## src/hw/rtl/rc4_pkg.sv

```systemverilog
// Shared types and constants for the RC4 stream cipher block.
package rc4_pkg;

  localparam int BYTE_W     = 8;
  localparam int PERM_DEPTH = 256;
  localparam int KEY_DEPTH  = 256;
  localparam int CNT_W      = 9;

  // Key bytes past this count are dropped.
  localparam logic [CNT_W-1:0] MAX_KEY_BYTES = 9'd256;

  typedef enum logic [1:0] {
    OP_KEY,
    OP_KEY_LAST,
    OP_DATA
  } rc4_op_t;

  typedef struct packed {
    rc4_op_t           op;
    logic [BYTE_W-1:0] data;
    logic              last;
  } rc4_item_t;

  typedef enum logic [2:0] {
    ST_IDLE,
    ST_D_J,
    ST_D_T,
    ST_D_OUT,
    ST_K_RD,
    ST_K_J,
    ST_K_WN,
    ST_K_WJ
  } rc4_state_t;

endpackage

```

## src/hw/rtl/rc4_front.sv

```systemverilog
// Input side: classifies requests and buffers them in a two-entry queue.
module rc4_front (
  input  logic                     clk,
  input  logic                     rst_n,
  input  logic                     in_valid,
  output logic                     in_stall,
  input  logic                     in_mode,
  input  logic [rc4_pkg::BYTE_W-1:0] in_byte_in,
  input  logic                     in_last,
  output logic                     q_valid,
  output rc4_pkg::rc4_item_t       q_item,
  input  logic                     q_pop
);

  rc4_pkg::rc4_item_t entry_r [2];
  logic               wptr_r, wptr_nxt;
  logic               rptr_r, rptr_nxt;
  logic [1:0]         count_r, count_nxt;
  logic               push;
  logic               pop;
  rc4_pkg::rc4_item_t new_item;

  assign in_stall = (count_r == 2'd2);
  assign q_valid  = (count_r != 2'd0);
  assign q_item   = entry_r[rptr_r];
  assign push     = in_valid && !in_stall;
  assign pop      = q_pop && q_valid;

  always_comb begin
    new_item.data = in_byte_in;
    new_item.last = in_last;
    priority if (in_mode) begin
      new_item.op = rc4_pkg::OP_DATA;
    end else if (in_last) begin
      new_item.op = rc4_pkg::OP_KEY_LAST;
    end else begin
      new_item.op = rc4_pkg::OP_KEY;
    end
  end

  always_comb begin
    wptr_nxt  = push ? ~wptr_r : wptr_r;
    rptr_nxt  = pop ? ~rptr_r : rptr_r;
    count_nxt = count_r + {1'b0, push} - {1'b0, pop};
  end

  always_ff @(posedge clk) begin
    if (push) begin
      entry_r[wptr_r] <= new_item;
    end
  end

  always_ff @(posedge clk) begin
    if (!rst_n) begin
      wptr_r  <= 1'b0;
      rptr_r  <= 1'b0;
      count_r <= 2'd0;
    end else begin
      wptr_r  <= wptr_nxt;
      rptr_r  <= rptr_nxt;
      count_r <= count_nxt;
    end
  end

endmodule

```

## config.mk

```make
export PLATFORM = sky130hd
export DESIGN_NAME = rc4_front
export DESIGN_NICKNAME = d
export VERILOG_FILES = /design/src/hw/rtl/rc4_pkg.sv /design/src/hw/rtl/rc4_front.sv
export SDC_FILE = /design/constraint.sdc
export NUM_CORES = 1
export LEC_CHECK = 0
export BUFFER_PORTS_ARGS = -buffer_cell sky130_fd_sc_hd__buf_2
export CAP_MARGIN = 20
export CELL_PAD_IN_SITES_DETAIL_PLACEMENT = 1
export CELL_PAD_IN_SITES_GLOBAL_PLACEMENT = 1
export CORE_MARGIN = 2
export CORE_UTILIZATION = 41
export DETAILED_ROUTE_END_ITERATION = 6
export PLACE_DENSITY_LB_ADDON = 0.05
export SLEW_MARGIN = 20
export SYNTH_ARGS = -nofsm -noshare
export SYNTH_HDL_FRONTEND = slang
export SYNTH_SLANG_ARGS = --single-unit
```

## constraint.sdc

```tcl
create_clock -name clk -period 2.25 [get_ports clk]
set_clock_uncertainty 0.1 [all_clocks]
set_input_delay 0 -clock clk [delete_from_list [all_inputs] [get_ports clk]]
set_output_delay 0 -clock clk [all_outputs]
set_load 0.005 [all_outputs]
```

# ---- Word-level counts from Yosys, hierarchy flattened
# Memory sizes are Yosys's and may differ from the RTL's. A register that Yosys moved wholly into a read port is not among the register bits.
# Cells that the tools add are included.
dict set report op_classes {
  addsub 2
  multipliers 0
  div_mod_pow 0
  n_lt_le_gt_ge 0
  eq_ne 1
  shift 0
  muxes 6
  bitwise 2
  n_reduce_logical 4
}
# op count
set ops {}
lappend ops {{2-to-1 mux 1 bit} 5}
lappend ops {{adder 2 x 1 -> 2 bit} 1}
lappend ops {{equality test 2 bit (second input constant)} 1}
lappend ops {{logical AND 1 bit} 2}
lappend ops {{2-to-1 mux 2 bit} 1}
lappend ops {{inverter 1 bit} 2}
lappend ops {{nonzero test 2 bit} 1}
lappend ops {{subtractor 2 x 1 -> 2 bit} 1}
lappend ops {{logical NOT 1 bit} 1}
dict set report word_totals {
  regBits 4
  latchBits 0
  ram_bits 22
  mem_bits_ro 0
  input_bits 14
  output_inout_bits 13
  word_cells 19
  n_memories 1
}
# memory depth width read_ports rd_ports_with_merged_regs write_ports line
set memory_table {}
lappend memory_table {entry_r 2 11 1 1 1 rc4_front.sv:15} ;# rc4_pkg::rc4_item_t entry_r [2];

# ---- Longest topological paths before layout
dict set report logic_depth {
  ltp_word 5
  depth_mapped 8
  depth_no_buf 8
}

# ---- Worst setup path after synthesis
# No wires, ideal clock.
dict set report synth_timing {
  path_kind {register to register}
  start {register count_r[0]}
  end {register count_r[1]}
  setup_time_ns 0.078
  t_arrival_ns 1.424
  required_ns 2.072
  setup_slack_ns 0.648
  stages_incl_launch_ff 9
  n_path_buf 0
  period_less_slack_ns 1.602
  cell_sequence {dfxtp_1 nand2b_1 nand2_1 ha_1 inv_1 ha_1 xor2_1 and2_1 nor3_1}
}
dict set report synth_between {
  elab_chain_len 5
  elab_cells_between_ends 7
  cone_classes {add/sub (2); eq/ne (1); reduce/logical (4)}
}
# item line
set synth_rtl {}
lappend synth_rtl {{start, declared} rc4_front.sv:18} ;# logic [1:0] count_r, count_nxt;
lappend synth_rtl {{start signal, assigned} rc4_front.sv:61} ;# count_r <= count_nxt;
lappend synth_rtl {{equality test 2 bit} rc4_front.sv:23} ;# assign in_stall = (count_r == 2'd2);
lappend synth_rtl {{logical NOT 1 bit} rc4_front.sv:26} ;# assign push = in_valid && !in_stall;
lappend synth_rtl {{logical AND 1 bit} rc4_front.sv:26}
lappend synth_rtl {{adder 2 x 1 -> 2 bit} rc4_front.sv:44} ;# count_nxt = count_r + {1'b0, push} - {1'b0, pop};
lappend synth_rtl {{subtractor 2 x 1 -> 2 bit (*)} rc4_front.sv:44}
# Every way passes the cells marked *; elsewhere a longest branch is shown, timed or not.
# A chain may end at the register's enable or synchronous reset.

# ---- Worst setup path after layout
# Ends and elaborated chain as after synthesis.

==> Flow_metrics.wiki <==
{| class="wikitable"
! Metric !! Value
|-
| Global route total overflow || 0
|-
| Initial DRT Pass Iterations || 4
|-
| Setup repair after global routing missed its margin || false
|-
| Mean area per synthesized cell || 16.7 um2
|-
| Count of unique library cells instantiated by Yosys || 18
|-
| Worst setup slack after layout || approximately 0.54 ns
|-
| Final worst-path cycle share || between 70% and 80%
|-
| Antenna diode instance count || 0
|-
| Power density cells || around 960 mW/mm2
|-
| Switch share || between 20 and 30%
|-
| Tmin final || roughly 1.7 ns
|-
| Cell family contributing the most delay on the critical path || simple AND/OR/NAND/NOR gates
|-
| Antenna violations before repair || 0
|-
| Buffer type at the clock tree root || clkbuf_4
|-
| Run status || finished, violations left
|-
| Violations in the final reports || negative hold slack
|-
| Top library cells by usage in the layout, fill and taps aside || buf_2 (26), edfxtp_1 (22), dlygate4sd3_1 (12)
|-
| Area inside the core boundary || between 0.002 and 0.0025 mm2
|-
| Number of hold buffers added after cts || 12
|-
| Min-Delay Path Class || primary input to flip-flop
|-
| Site Rows || 18
|-
| Overall routing resource usage || 13.7%
|-
| DRC violation count after routing || 0
|-
| Total of warnings raised by yosys || 0
|-
| Worst slack on hold paths || -0.00159 ns
|-
| Starting density of the core || 42.6%
|-
| Combinational group share of total power || between 20% and 30%
|-
| RePlAce Congestion || between 0.6 and 0.7
|-
| Highest-delay cell along the critical path || dfxtp_1
|-
| Number of vias per cell || just under 5
|-
| Flip-flop and latch count after synthesis || 27
|-
| TritonCTS clock tree || done
|-
| Clk sink count || 27
|-
| Highest net fanout along the worst path || 4
|-
| Layout fillers || ~250
|-
| Number of maximum-capacitance violations || 0
|-
| Largest area contributor in the netlist || edfxtp_1
|-
| Net count after synthesis || between 70 and 80
|-
| Share of the yosys chip area belonging to registers || ~73%
|-
| Worst ir drop on vdd || 502 uV
|-
| Number of routed nets with antenna violations || 0
|-
| Area occupied by multi-input gates || between 200 and 300 um2
|-
| NumNets Final || ~120
|-
| Die Footprint || 0.00294 mm2
|-
| Most common cell after layout, fill and taps aside || buf_2
|-
| Sequential Area || around 760 um2
|-
| Setup tns final || 0 ns
|-
| Chain of cells forming the critical path || nand2b_1, nand2_1, ha_1, inv_1, ha_1, xor2_1, and2_1, nor3_1
|-
| Fraction of final layout cells with drive strength greater than 1 || a little over 40%
|-
| DP HPWL || 1.30 mm
|-
| Die boundary height || roughly 54 um
|-
| Longest individual stage delay on the worst path || around 0.38 ns
|-
| Int Pwr || around 940 uW
|-
| LEAKAGE || ~0.00055 uW
|-
| Drt initial violations || 13
|-
| DIE WIDTH || 54.3 um
|-
| Number of setup buffers added after CTS || 0
|-
| Clock transition at the register clock pins on the worst setup and hold paths after CTS || 0.14 ns
|-
| CTS buffer count || 3
|-
| Area share of the largest cell type after synthesis || 63.8%
|-
| Critical path arrival || 1.86 ns
|-
| Number of buffers on the longest clock path || 2
|-
| Most used cell along the critical path || ha_1
|-
| Cells taking the most area after synthesis || edfxtp_1 (64%), mux2_2 (12%), dfxtp_1 (9.7%)
|-
| Worst max-slew margin expressed relative to the limit || between 60 and 70%
|-
| Wire length of the first global-routing pass || approximately 2.8 mm
|-
| Power spent charging and discharging nets || around 360 uW
|-
| Clk pwr share || 15.4%
|-
| Number of I/O port buffers || 26
|-
| Vias post-DR || approximately 650
|-
| Number of levels the H-tree was split into || 1
|-
| Transition at the pin with the smallest max-transition slack || roughly 0.53 ns
|-
| Post_cts resized || 0
|-
| Critical Path Source Type || flip-flop
|-
| Number of hold violations in the final report || 1
|-
| Crit end category || flip-flop
|-
| Vias in the first global route || around 660
|-
| Post-Syn Area || ~0.0010 mm2
|-
| Post-Syn Instances || between 60 and 70
|-
| Count of buffering cells on the critical path with inverters included || 1
|-
| Required @ worst endpoint || between 2 and 2.5 ns
|-
| Post-synthesis to final-layout area growth || 30.3%
|-
| Setup-violating endpoint count in the final report || 0
|-
| Wirelength, routed || approximately 1.8 mm
|-
| Sequential fraction of design power || between 50% and 60%
|-
| Maximum number of pins on one net before global-route repair || 15
|-
| Final-report max-slew violation count || 0
|-
| Pre-CTS WS || ~0.52 ns
|-
| Setup Crit Path Kind || flip-flop to flip-flop
|-
| Latest clock arrival within the worst-skew pair || 0.31 ns
|-
| Max frequency || between 500 and 600 MHz
|-
| Io pins || 27
|-
| DR WL/cell || about 14 um
|}
worst min-delay path: cells and delay by family:
kind / cells / cell delay (ns)
XOR/XNOR: 1 / 0.07
buffers and inverters: 1 / 0.07
AND/OR/NAND/NOR: 1 / 0.09
AO/OA/AOI/OAI: 1 / 0.14
metal layers:
layer  track usage, %  part of all wire (%)  vias up
li1                 -                     -      308
met1             16.1                    40      322
met2             23.5                    55       14
met3             2.73                   3.7        4
met4             7.50                   1.8        0
met5                0                     0        -
state kept, by name, indices dropped and copies added, names as in the netlist, named ones only:
register / cells
wptr_r: 1
entry_r: 22
rptr_r: 1
count_r: 2
path summary, 6_finish.rpt:
kind | from | endpoint | slack (ns) | cells after the start
worst max-delay path | count_r[0]$_SDFF_PN0_ | count_r[1]$_SDFF_PN0_ | 0.54 | 8
worst min-delay path | q_pop | rptr_r$_SDFFE_PN0P_ | -0.002 | 4
worst min register to register | wptr_r$_SDFFE_PN0P_ | wptr_r$_SDFFE_PN0P_ | 0.39 | 2
worst max register to register | count_r[0]$_SDFF_PN0_ | count_r[1]$_SDFF_PN0_ | 0.54 | 8
cells by family after synthesis:
kind of cell / share of synthesized area (%)
compound gates: 0.846
xor+xnor: 1.69
fa+ha+maj: 2.42
buf+inv: 1.81
flops: 73.4
mux: 12.9
simple gates: 6.88
power groups by stage:
| stage | Clock [uW] | Sequential (uW) | Combinational, uW |
|---|---|---|---|
| finish | 199 | 713 | 383 |
| global route | 227 | 726 | 433 |
| CTS | 209 | 717 | 396 |
| detailed placement | 0 | 729 | 378 |
| global placement | 0 | 724 | 369 |
| floorplan | 0 | 690 | 262 |
stage by stage:
stage | utilization, % | power (uW) | std cells | area (um2)
2_1_floorplan | - | 952 | 62 | 1040
3_3_place_gp | 49.5 | 1090 | 118 | 1200
3_5_place_dp | 49.5 | 1110 | 118 | 1200
4_1_cts | 55.5 | 1320 | 134 | 1350
5_1_grt | 55.5 | 1390 | 134 | 1350
6_report | 55.5 | 1300 | 134 | 1350
synth_stat cells:
| library cell | n |
|---|---|
| and3_1 | 1 |
| buf_4 | 1 |
| nand2_1 | 2 |
| or2_2 | 1 |
| nor3_1 | 1 |
| nor2_1 | 4 |
| nor2b_1 | 1 |
| xor2_1 | 1 |
| and2_1 | 2 |
| o21a_2 | 1 |
| inv_1 | 3 |
| edfxtp_1 | 22 |
| ha_1 | 2 |
| dfxtp_1 | 5 |
| xnor2_1 | 1 |
| mux2i_1 | 1 |
| mux2_2 | 11 |
| nand2b_1 | 2 |
area by class of cell:
cell class	instances	area share, %
clock buffers	4	1.95
inverters	3	0.834
multi-input cells	31	19.0
flip-flops and latches	27	56.3
well taps	30	2.78
repair buffers	39	19.1
Note: power is estimated with default switching activity, not from simulation.
